**config.mk**
```make
export PLATFORM = sky130hd
export DESIGN_NAME = lba_to_chs_translator_core_flat
export DESIGN_NICKNAME = d
export VERILOG_FILES = /design/src/hdl/l2c_pkg.sv /design/src/hdl/l2c_if.sv /design/src/hdl/l2c_div.sv /design/src/hdl/lba_to_chs_translator_core.sv /design/src/flat_wrapper.sv
export VERILOG_INCLUDE_DIRS = /design/src /design/src/hdl
export SDC_FILE = /design/constraint.sdc
export NUM_CORES = 2
export LEC_CHECK = 0
export BUFFER_PORTS_ARGS = -buffer_cell sky130_fd_sc_hd__buf_2
export CORE_MARGIN = 4
export CORE_UTILIZATION = 60
export DETAILED_ROUTE_END_ITERATION = 10
export MAX_ROUTING_LAYER = met4
export PLACE_DENSITY = 0.79
export SETUP_SLACK_MARGIN = 0.3
export SYNTH_ARGS = -nofsm -noshare
export SYNTH_HDL_FRONTEND = slang
export SYNTH_HIERARCHICAL = 1
export SYNTH_SLANG_ARGS = --single-unit
```
**constraint.sdc**
```tcl
create_clock -name clk -period 32.1 [get_ports clk]
set_clock_uncertainty 0.1 [all_clocks]
set_input_delay 1.605 -clock clk [delete_from_list [all_inputs] [get_ports clk]]
set_output_delay 1.605 -clock clk [all_outputs]
set_load 0.01 [all_outputs]
```
**src/hdl/lba_to_chs_translator_core_assert.svh**
```systemverilog
// Assertion macros for the LBA to CHS translator.
`ifndef LBA_TO_CHS_TRANSLATOR_CORE_ASSERT_SVH
`define LBA_TO_CHS_TRANSLATOR_CORE_ASSERT_SVH
`ifndef ASSERT_OFF
`define L2C_ASSERT(label, clk, rst_n, prop) \
  label: assert property (@(posedge clk) disable iff (!rst_n) prop) else $error("assert failed");
`define L2C_ASSERT_RST(label, clk, prop) \
  label: assert property (@(posedge clk) prop) else $error("assert failed");
`else
`define L2C_ASSERT(label, clk, rst_n, prop)
`define L2C_ASSERT_RST(label, clk, prop)
`endif
`endif

```
**src/hdl/l2c_pkg.sv**
```systemverilog
package l2c_pkg;
  localparam int unsigned TrkW = 24;
  localparam logic [24:0] ChsLimit = 25'd16515072;
  localparam int unsigned SptW = 6;
  localparam int unsigned HdW = 9;
  localparam int unsigned CylCntW = 16;

  typedef enum logic [1:0] {
    ST_OK    = 2'd0,
    ST_LIMIT = 2'd1,
    ST_GEOM  = 2'd2
  } status_t;

  typedef enum logic [1:0] {
    REG_SPT  = 2'd0,
    REG_HEAD = 2'd1,
    REG_CYL  = 2'd2
  } reg_idx_t;
endpackage

```
**src/hdl/l2c_if.sv**
```systemverilog
interface l2c_in_if;
  logic        valid;
  logic        ready;
  logic [63:0] lba;
  modport source (output valid, lba, input ready);
  modport sink (input valid, lba, output ready);
endinterface

interface l2c_out_if;
  logic        valid;
  logic        ready;
  logic [1:0]  status;
  logic [23:0] cylinder;
  logic [7:0]  head;
  logic [5:0]  track_sector;
  logic [15:0] packed_cx;
  modport source (output valid, status, cylinder, head, track_sector, packed_cx,
                  input ready);
  modport sink (input valid, status, cylinder, head, track_sector, packed_cx,
                output ready);
endinterface

interface l2c_cfg_if;
  logic        valid;
  logic        ready;
  logic [1:0]  index;
  logic [31:0] data;
  modport source (output valid, index, data, input ready);
  modport sink (input valid, index, data, output ready);
endinterface

```
**src/hdl/l2c_div.sv**
```systemverilog
// Restoring divider: one quotient bit per stage, all stages advance on en.
module l2c_div #(
  parameter int unsigned NumW = 25,
  parameter int unsigned DenW = 9,
  parameter int unsigned TagW = 8
) (
  input  logic            clk,
  input  logic            rst_n,
  input  logic            en,
  input  logic            in_valid,
  input  logic [NumW-1:0] in_num,
  input  logic [DenW-1:0] in_den,
  input  logic [TagW-1:0] in_tag,
  output logic            out_valid,
  output logic [NumW-1:0] out_quo,
  output logic [DenW-1:0] out_rem,
  output logic [TagW-1:0] out_tag
);
  logic [NumW:1]   vld_r;
  logic [NumW-1:0] num_r [1:NumW];
  logic [DenW-1:0] rem_r [1:NumW];
  logic [DenW-1:0] den_r [1:NumW];
  logic [TagW-1:0] tag_r [1:NumW];

  always_ff @(posedge clk) begin
    if (!rst_n) begin
      vld_r <= '0;
    end else if (en) begin
      vld_r <= {vld_r[NumW-1:1], in_valid};
    end
  end

  for (genvar s = 0; s < NumW; s++) begin : g_stage
    logic [NumW-1:0] cur_num;
    logic [DenW-1:0] cur_rem;
    logic [DenW-1:0] cur_den;
    logic [TagW-1:0] cur_tag;
    logic [DenW+1:0] trial;
    logic [DenW:0]   shifted;
    if (s == 0) begin : g_first
      assign cur_num = in_num;
      assign cur_rem = '0;
      assign cur_den = in_den;
      assign cur_tag = in_tag;
    end else begin : g_next
      assign cur_num = num_r[s];
      assign cur_rem = rem_r[s];
      assign cur_den = den_r[s];
      assign cur_tag = tag_r[s];
    end
    always_comb begin
      shifted = {cur_rem, cur_num[NumW-1]};
      trial = {1'b0, shifted} - {2'b00, cur_den};
    end
    always_ff @(posedge clk) begin
      if (en) begin
        den_r[s+1] <= cur_den;
        tag_r[s+1] <= cur_tag;
        if (trial[DenW+1]) begin
          rem_r[s+1] <= shifted[DenW-1:0];
          num_r[s+1] <= {cur_num[NumW-2:0], 1'b0};
        end else begin
          rem_r[s+1] <= trial[DenW-1:0];
          num_r[s+1] <= {cur_num[NumW-2:0], 1'b1};
        end
      end
    end
  end

  assign out_valid = vld_r[NumW];
  assign out_quo   = num_r[NumW];
  assign out_rem   = rem_r[NumW];
  assign out_tag   = tag_r[NumW];
endmodule

```
**src/hdl/lba_to_chs_translator_core.sv**
```systemverilog
// LBA to CHS translator.
// in channel: one 64-bit LBA per transaction. out channel: status,
// cylinder, head, track_sector and packed CX word per transaction.
// cfg channel: index 0 sectors per track, 1 head count, 2 cylinder count;
// always ready; the user must write it only while the block is idle; the
// block does not enforce this. Pipeline: 51 register stages (one range
// check stage, 25 stages of the sector divider, 24 of the head divider,
// output stage).
// Throughput: one transaction per cycle while the receiver does not stall;
// each divider stage yields one quotient bit.
// Reset clears all valid bits and loads geometry 63 sectors, 255 heads,
// 1024 cylinders. When the receiver stalls the whole pipeline holds; input
// ready is high whenever the output register is empty or being taken.
module lba_to_chs_translator_core (
  input logic  clk,
  input logic  rst_n,
  l2c_in_if.sink    in_ch,
  l2c_out_if.source out_ch,
  l2c_cfg_if.sink   cfg_ch
);
  import l2c_pkg::*;
  `include "lba_to_chs_translator_core_assert.svh"

  logic [SptW-1:0]    spt_r;
  logic [HdW-1:0]     heads_r;
  logic [CylCntW-1:0] cyl_cnt_r;
  logic [SptW-1:0]    spt_eff;
  logic [HdW-1:0]     heads_eff;
  logic en;

  assign cfg_ch.ready = 1'b1;

  always_ff @(posedge clk) begin
    if (!rst_n) begin
      spt_r     <= 6'd63;
      heads_r   <= 9'd255;
      cyl_cnt_r <= 16'd1024;
    end else if (cfg_ch.valid) begin
      unique case (reg_idx_t'(cfg_ch.index))
        REG_SPT:  spt_r     <= cfg_ch.data[SptW-1:0];
        REG_HEAD: heads_r   <= cfg_ch.data[HdW-1:0];
        REG_CYL:  cyl_cnt_r <= cfg_ch.data[CylCntW-1:0];
        default: ;
      endcase
    end
  end

  always_comb begin
    spt_eff = (spt_r == '0) ? 6'd63 : spt_r;
    if (heads_r == '0) heads_eff = 9'd255;
    else if (heads_r > 9'd256) heads_eff = 9'd256;
    else heads_eff = heads_r;
  end

  logic out_valid_r;
  assign en = !out_valid_r || out_ch.ready;
  assign in_ch.ready = en;

  // stage 0: range check
  logic        s0_valid_r;
  logic        s0_over_r;
  logic [24:0] s0_lba_r;
  always_ff @(posedge clk) begin
    if (!rst_n) s0_valid_r <= 1'b0;
    else if (en) s0_valid_r <= in_ch.valid;
  end
  always_ff @(posedge clk) begin
    if (en) begin
      s0_over_r <= (in_ch.lba[63:25] != '0) || (in_ch.lba[24:0] > ChsLimit);
      s0_lba_r  <= in_ch.lba[24:0];
    end
  end

  logic            d1_valid;
  logic [24:0]     d1_quo;
  logic [SptW-1:0] d1_rem;
  logic            d1_over;
  l2c_div #(.NumW(25), .DenW(SptW), .TagW(1)) u_div_spt (
    .clk, .rst_n, .en,
    .in_valid(s0_valid_r), .in_num(s0_over_r ? 25'd0 : s0_lba_r),
    .in_den(spt_eff), .in_tag(s0_over_r),
    .out_valid(d1_valid), .out_quo(d1_quo), .out_rem(d1_rem), .out_tag(d1_over)
  );

  logic             d2_valid;
  logic [TrkW-1:0]  d2_quo;
  logic [HdW-1:0]   d2_rem;
  logic [SptW:0]    d2_tag;
  l2c_div #(.NumW(TrkW), .DenW(HdW), .TagW(SptW+1)) u_div_head (
    .clk, .rst_n, .en,
    .in_valid(d1_valid), .in_num(d1_quo[TrkW-1:0]),
    .in_den(heads_eff), .in_tag({d1_over, d1_rem}),
    .out_valid(d2_valid), .out_quo(d2_quo), .out_rem(d2_rem), .out_tag(d2_tag)
  );

  logic [5:0]  sec;
  logic [23:0] cyl;
  assign sec = d2_tag[SptW-1:0] + 6'd1;
  assign cyl = d2_quo;

  always_ff @(posedge clk) begin
    if (!rst_n) out_valid_r <= 1'b0;
    else if (en) out_valid_r <= d2_valid;
  end
  always_ff @(posedge clk) begin
    if (en) begin
      if (d2_tag[SptW]) begin
        out_ch.status       <= ST_LIMIT;
        out_ch.cylinder     <= '0;
        out_ch.head         <= '0;
        out_ch.track_sector <= '0;
        out_ch.packed_cx    <= '0;
      end else begin
        out_ch.status       <= (cyl[15:0] >= cyl_cnt_r || cyl[23:16] != '0) ?
                               ST_GEOM : ST_OK;
        out_ch.cylinder     <= cyl;
        out_ch.head         <= d2_rem[7:0];
        out_ch.track_sector <= sec;
        out_ch.packed_cx    <= {cyl[7:0], cyl[9:8], sec};
      end
    end
  end
  assign out_ch.valid = out_valid_r;

  `L2C_ASSERT(a_hold, clk, rst_n, out_valid_r && !out_ch.ready |=> out_valid_r)
  `L2C_ASSERT(a_ready, clk, rst_n, !out_valid_r |-> in_ch.ready)
  `L2C_ASSERT(a_sec, clk, rst_n, out_valid_r && out_ch.status != ST_LIMIT |-> |out_ch.track_sector)
  `L2C_ASSERT_RST(a_rst, clk, !rst_n |=> !out_valid_r)
endmodule
```
**src/flat_wrapper.sv**
```systemverilog
// flat-port wrapper written by rule: the top's interface ports become plain ports
module lba_to_chs_translator_core_flat import l2c_pkg::*;
  (clk, rst_n, in_ch_valid, in_ch_lba, in_ch_ready, out_ch_valid, out_ch_status, out_ch_cylinder, out_ch_head, out_ch_track_sector, out_ch_packed_cx, out_ch_ready, cfg_ch_valid, cfg_ch_index, cfg_ch_data, cfg_ch_ready);
  l2c_in_if in_ch_i ();
  l2c_out_if out_ch_i ();
  l2c_cfg_if cfg_ch_i ();
  input logic clk;
  input logic rst_n;
  input wire logic [$bits(in_ch_i.valid)-1:0] in_ch_valid;
  input wire logic [$bits(in_ch_i.lba)-1:0] in_ch_lba;
  output wire logic [$bits(in_ch_i.ready)-1:0] in_ch_ready;
  output wire logic [$bits(out_ch_i.valid)-1:0] out_ch_valid;
  output wire logic [$bits(out_ch_i.status)-1:0] out_ch_status;
  output wire logic [$bits(out_ch_i.cylinder)-1:0] out_ch_cylinder;
  output wire logic [$bits(out_ch_i.head)-1:0] out_ch_head;
  output wire logic [$bits(out_ch_i.track_sector)-1:0] out_ch_track_sector;
  output wire logic [$bits(out_ch_i.packed_cx)-1:0] out_ch_packed_cx;
  input wire logic [$bits(out_ch_i.ready)-1:0] out_ch_ready;
  input wire logic [$bits(cfg_ch_i.valid)-1:0] cfg_ch_valid;
  input wire logic [$bits(cfg_ch_i.index)-1:0] cfg_ch_index;
  input wire logic [$bits(cfg_ch_i.data)-1:0] cfg_ch_data;
  output wire logic [$bits(cfg_ch_i.ready)-1:0] cfg_ch_ready;
  assign in_ch_i.valid = in_ch_valid;
  assign in_ch_i.lba = in_ch_lba;
  assign in_ch_ready = in_ch_i.ready;
  assign out_ch_valid = out_ch_i.valid;
  assign out_ch_status = out_ch_i.status;
  assign out_ch_cylinder = out_ch_i.cylinder;
  assign out_ch_head = out_ch_i.head;
  assign out_ch_track_sector = out_ch_i.track_sector;
  assign out_ch_packed_cx = out_ch_i.packed_cx;
  assign out_ch_i.ready = out_ch_ready;
  assign cfg_ch_i.valid = cfg_ch_valid;
  assign cfg_ch_i.index = cfg_ch_index;
  assign cfg_ch_i.data = cfg_ch_data;
  assign cfg_ch_ready = cfg_ch_i.ready;
  lba_to_chs_translator_core u_core (.clk(clk), .rst_n(rst_n), .in_ch(in_ch_i), .out_ch(out_ch_i), .cfg_ch(cfg_ch_i));
endmodule
```
; Word level (Yosys, flattened, before mapping)
; Memories as Yosys holds them, arrays and structs flattened. A register that Yosys moved wholly into a read port is not among the register bits.
; Cells that the tools add are included.
[totals]
regBits = 156
ram_bits = 2126
inputBits = 103
output_inout_bits = 59
elab_cells = 585
memories = 8
[mem_list]
columns = name, words, width, read_ports, rd_ports_with_merged_regs, wr, line_no
row1 = u_core.u_div_spt.num_r, 25, 25, 25, 0, 25, l2c_div.sv:20  ; logic [NumW-1:0] num_r [1:NumW];
row2 = u_core.u_div_head.num_r, 24, 24, 24, 0, 24, l2c_div.sv:20
row3 = u_core.u_div_head.den_r, 24, 9, 23, 0, 24, l2c_div.sv:22  ; logic [DenW-1:0] den_r [1:NumW];
row4 = u_core.u_div_head.rem_r, 24, 9, 24, 1, 24, l2c_div.sv:21  ; logic [DenW-1:0] rem_r [1:NumW];
row5 = u_core.u_div_head.tag_r, 24, 7, 24, 0, 24, l2c_div.sv:23  ; logic [TagW-1:0] tag_r [1:NumW];
row6 = u_core.u_div_spt.den_r, 25, 6, 24, 0, 25, l2c_div.sv:22
row7 = +2 memories, --, --, --, --, --, --
[classes]
add_sub_neg = 50
order_cmp = 3
eq_ne = 2
mux = 399
bitwise = 98
reduce_logical = 12
[ops]
columns = operator, n
row1 = $mux W25, 26
row2 = $mux W24, 24
row3 = $mux W1, 296
row4 = $sub A10 B9 Y11, 23
row5 = $mux W9, 26
row6 = $sub A7 B6 Y8, 24
row7 = $mux W6, 26
row8 = $or A1 B1 Y1, 98
row9 = $reduce_bool A39 Y1, 1
row10 = $gt A25 B24 Y1 const B, 1
row11 = $ge A16 B16 Y1, 1
row12 = $sub A1 B9 Y10, 1
row13 = $gt A9 B9 Y1 const B, 1
row14 = $logic_not A9 Y1, 1
row15 = $reduce_bool A8 Y1, 1
row16 = $sub A1 B6 Y7, 1
row17 = $add A6 B1 Y6 const B, 1
row18 = $logic_not A6 Y1, 1
row19 = $reduce_and A2 Y1, 3
row20 = $logic_or A1 B1 Y1, 3
row21 = $eq A2 B1 Y1 const B, 1
row22 = $eq A2 B2 Y1 const B, 1
row23 = $logic_not A2 Y1, 1
row24 = $mux W2, 1
row25 = $logic_not A1 Y1, 1

; Logic depth before layout (Yosys ltp)
[logic_depth]
word_depth = 8
ltp_mapped = 9
depth_no_buf = 9

; Cells and area by module
; Netlist, hierarchy kept.
[by_module_without_submodules]
columns = module, instances, cells_each, area_per_inst_um2, seq_area_each_um2
row1 = l2c_div at u_core.u_div_head, 1, 3002, 50189.4, 35524.1
row2 = l2c_div at u_core.u_div_spt, 1, 2143, 37448.4, 28847.7
row3 = lba_to_chs_translator_core, 1, 402, 4478.0, 2642.5

; Worst setup path before layout
; Ideal clock, no wire load.
[synth_timing]
kind = input-to-reg
start = input out_ch_ready
end = register u_core/u_div_head/num_r[0][100] (netlist name)
setup_time_ns = 0.401
arrival_time_ns = 19.417
t_required_ns = 31.599
slack_ns = 12.181
stages = 5
n_path_buf = 4
path_cell_list = nand2b_1 -> buf_4 -> buf_2 -> buf_2 -> clkbuf_1
[synth_rtl]
columns = item, line_no
row1 = from (decl), flat_wrapper.sv:18  ; input wire logic [$bits(out_ch_i.ready)-1:0] out_ch_ready;

==> summary.txt <==
Layout
  – Share of cells above drive strength 1: 13.30%
  – Area growth, synth to finish: 10.80%
  – Fin area: 101100 µm²
  – Fin util: 67.19%
  – Nets@finish: 6286
  – Diodes inserted: 0

Timing
  – Final period utilization: 17.93%
  – Hold violation total from the final report: 0
  – Finish-stage setup viols: 0
  – Max Fclk: 173.8 MHz
  – Final Max Slew Viols: 0
  – Worst slew pin tran: 1.184 ns
  – Worst hold margin: 0.2986 ns
  – Slew headroom: 21.07%
  – RSZ-0062 raised after global routing: no
  – Fin Setup TNS: 0 ns
  – Final Critical Period: 5.755 ns

Drt
  – Total Routed Length: 142800 µm
  – Starting DRT DRC Count: 3736
  – Drt pass-1 iters: 5
  – Met2 WL post-DR: 70090 µm
  – ANT nets after route: 0
  – Via count: 45264
  – Top sig layer: met4
  – Met3 wire length: 7205 µm
  – Routed vias/inst: 5.684
  – DR DRC count: 0
  – Routed WL per cell: 17.94 µm
  – WL met1: 61680 µm

Power and ir drop
  – Pleak: 0.04213 µW
  – Pint: 6440 µW
  – Combinational power share: 20.0%
  – Switching Fraction: 25.86%
  – Cell area power density: 85.91 nW/µm²
  – NetSw: 2247 µW
  – Peak VDD IR: 0.00006658 V
  – Clock Power Share: 28.2%
  – Register share of total power: 51.8%
  – Power Total: 8687 µW

Critical path
  – Worst R2R Setup Slack: 26.92 ns
  – CP delay by family, top: buffers and inverters
  – Critical R2R Capture: u_core/u_div_head/tag_r[0][11]
  – Kind of end point of the critical path: flop
  – CP bufs+invs: 6
  – Crit path kind: in2reg
  – Reg2Reg Depth: 6
  – CP max-delay cell: buf_4
  – Critical path endpoint: u_core/u_div_head/tag_r[0][11]
  – Worst Path Max Fanout: 194
  – CP startpoint: out_ch_ready
  – Crit-path max cell delay: 1.03 ns
  – Req. time, crit path: 32.42 ns
  – Worst path depth: 7
  – Worst r2r src: u_core/out_ch.valid
  – Arrival @ worst endpoint: 6.08 ns
  – Worst path most repeated cell: buf_4
  – CP Launch Type: input port
  – Critical path cell sequence: buf_2, nand2b_4, buf_4, buf_4, buf_12, buf_4, buf_4

Global route
  – Grt ovf: 0
  – First-pass GRT wire length: 231900 µm
  – Vias in the first global route: 45679
  – GRT Total Usage: 18.57%
  – Largest net degree at the start of global routing: 195
  – Initial antenna violation count: 2

Synthesis
  – Ys Warns: 6
  – Synthesized area: 91270 µm²
  – Post-Syn Area per Cell: 16.56 µm²
  – Syn Inst Count: 5511

Min path
  – Min-Delay Path Class: reg2reg

CTS
  – Post-CTS Resized: 0
  – Clk buf depth: 3
  – Post-CTS setup buffers: 0
  – Clock Pin Slew Worst Setup and Hold Paths: 0.06 ns
  – Latest clock arrival within the worst-skew pair: 0.81 ns
  – Hold buffers post-CTS: 0
  – Cts bufs inserted: 210
  – CTS tree: done
  – CTS sink cnt: 2233
  – Root buffer cell: clkbuf_16
  – H-Tree Depth: 4

Die
  – Num ports: 162
  – Core footprint: 150500 µm²
  – Die height: 398.0 µm
  – Die Width: 398.0 µm
  – Die area: 158400 µm²
  – # rows: 142
  – Initial Util: 60.65%

Placement
  – Dpl cell area: 94180 µm²
  – Buffers on Ports: 144
  – Routability Congestion: 0.8885
  – Post-DP HPWL: 87430 µm

Job
  – Max Cap Viol: 0

Status
  – Status: finished, final reports clean
[per-layer routing]
metal	GRT usage, %	up-vias
met5	-	-
met4	5.874	0
met3	3.353	301
met2	30.19	1125
met1	24.08	22222
li1	-	21616
[cells in the final DEF, fill, tap and decap left out, drive strengths merged, types with 88 or more instances in the layout]
cell,count
o31ai,130
o21ai,147
inv,511
nor2b,164
a211oi,88
ha,372
a21o,108
mux2i,100
nand2,228
o21a,97
a21oi,167
buf,173
clkbuf,278
edfxtp,2151
mux2,178
[worst min path at each step]
stage | to | depth (start not counted) | slack [ns] | startpoint
after global routing | u_core/u_div_head/tag_r[0][152] | 0 | 0.29 | u_core/u_div_head/tag_r[0][145]
after floorplan | u_core/u_div_head/num_r[0][100] | 0 | 0.30 | u_core/u_div_head/num_r[0][75]
after CTS | u_core/u_div_head/tag_r[0][152] | 0 | 0.30 | u_core/u_div_head/tag_r[0][145]
after detailed placement | u_core/u_div_head/num_r[0][100] | 0 | 0.30 | u_core/u_div_head/num_r[0][75]
final | u_core/u_div_spt/num_r[0][289] | 0 | 0.30 | u_core/u_div_spt/num_r[0][263]
after global placement | u_core/u_div_spt/num_r[0][51] | 0 | 0.30 | u_core/u_div_spt/num_r[0][25]
[sequential cells by signal, summed over array words and instances, names as in the netlist, 24 cells and up]
| register | cells |
|---|---|
| u_core/u_div_spt/num_r | 600 |
| u_core/u_div_head/num_r | 576 |
| u_core/u_div_head/rem_r | 215 |
| u_core/u_div_head/den_r | 207 |
| u_core/u_div_head/tag_r | 168 |
| u_core/u_div_spt/rem_r | 150 |
| u_core/u_div_spt/den_r | 144 |
| u_core/s0_lba_r | 25 |
| u_core/u_div_spt/tag_r | 25 |
| u_core/u_div_spt/vld_r | 25 |
| u_core/out_ch.cylinder | 24 |
| u_core/u_div_head/vld_r | 24 |
[power by group through the flow]
stage	logic (µW)	clock network (µW)	registers [µW]
finish	1740	2450	4500
global route	1910	2650	4580
global placement	1630	0	4510
floorplan	1390	0	4410
CTS	1730	2520	4510
detailed placement	1700	0	4550
[per-stage QoR]
| stage | worst slack, ns | instances |
|---|---|---|
| CTS | 26.38 | 7963 |
| finish | 26.35 | 7963 |
| floorplan | 12.18 | 5514 |
| detailed placement | 25.47 | 7568 |
| global route | 26.06 | 7963 |
| global placement | 25.59 | 7568 |
[cell type report]
| cell class | count | area [µm²] |
|---|---|---|
| clock buffers | 278 | 5752 |
| multi-input cells | 2644 | 22480 |
| repair buffers | 173 | 1001 |
| fillers | 9606 | 49370 |
| well taps | 2016 | 2522 |
| clock inverters | 117 | 1189 |
| flip-flops and latches | 2233 | 66230 |
| inverters | 502 | 1943 |
Power figures use the tool's default switching activity.
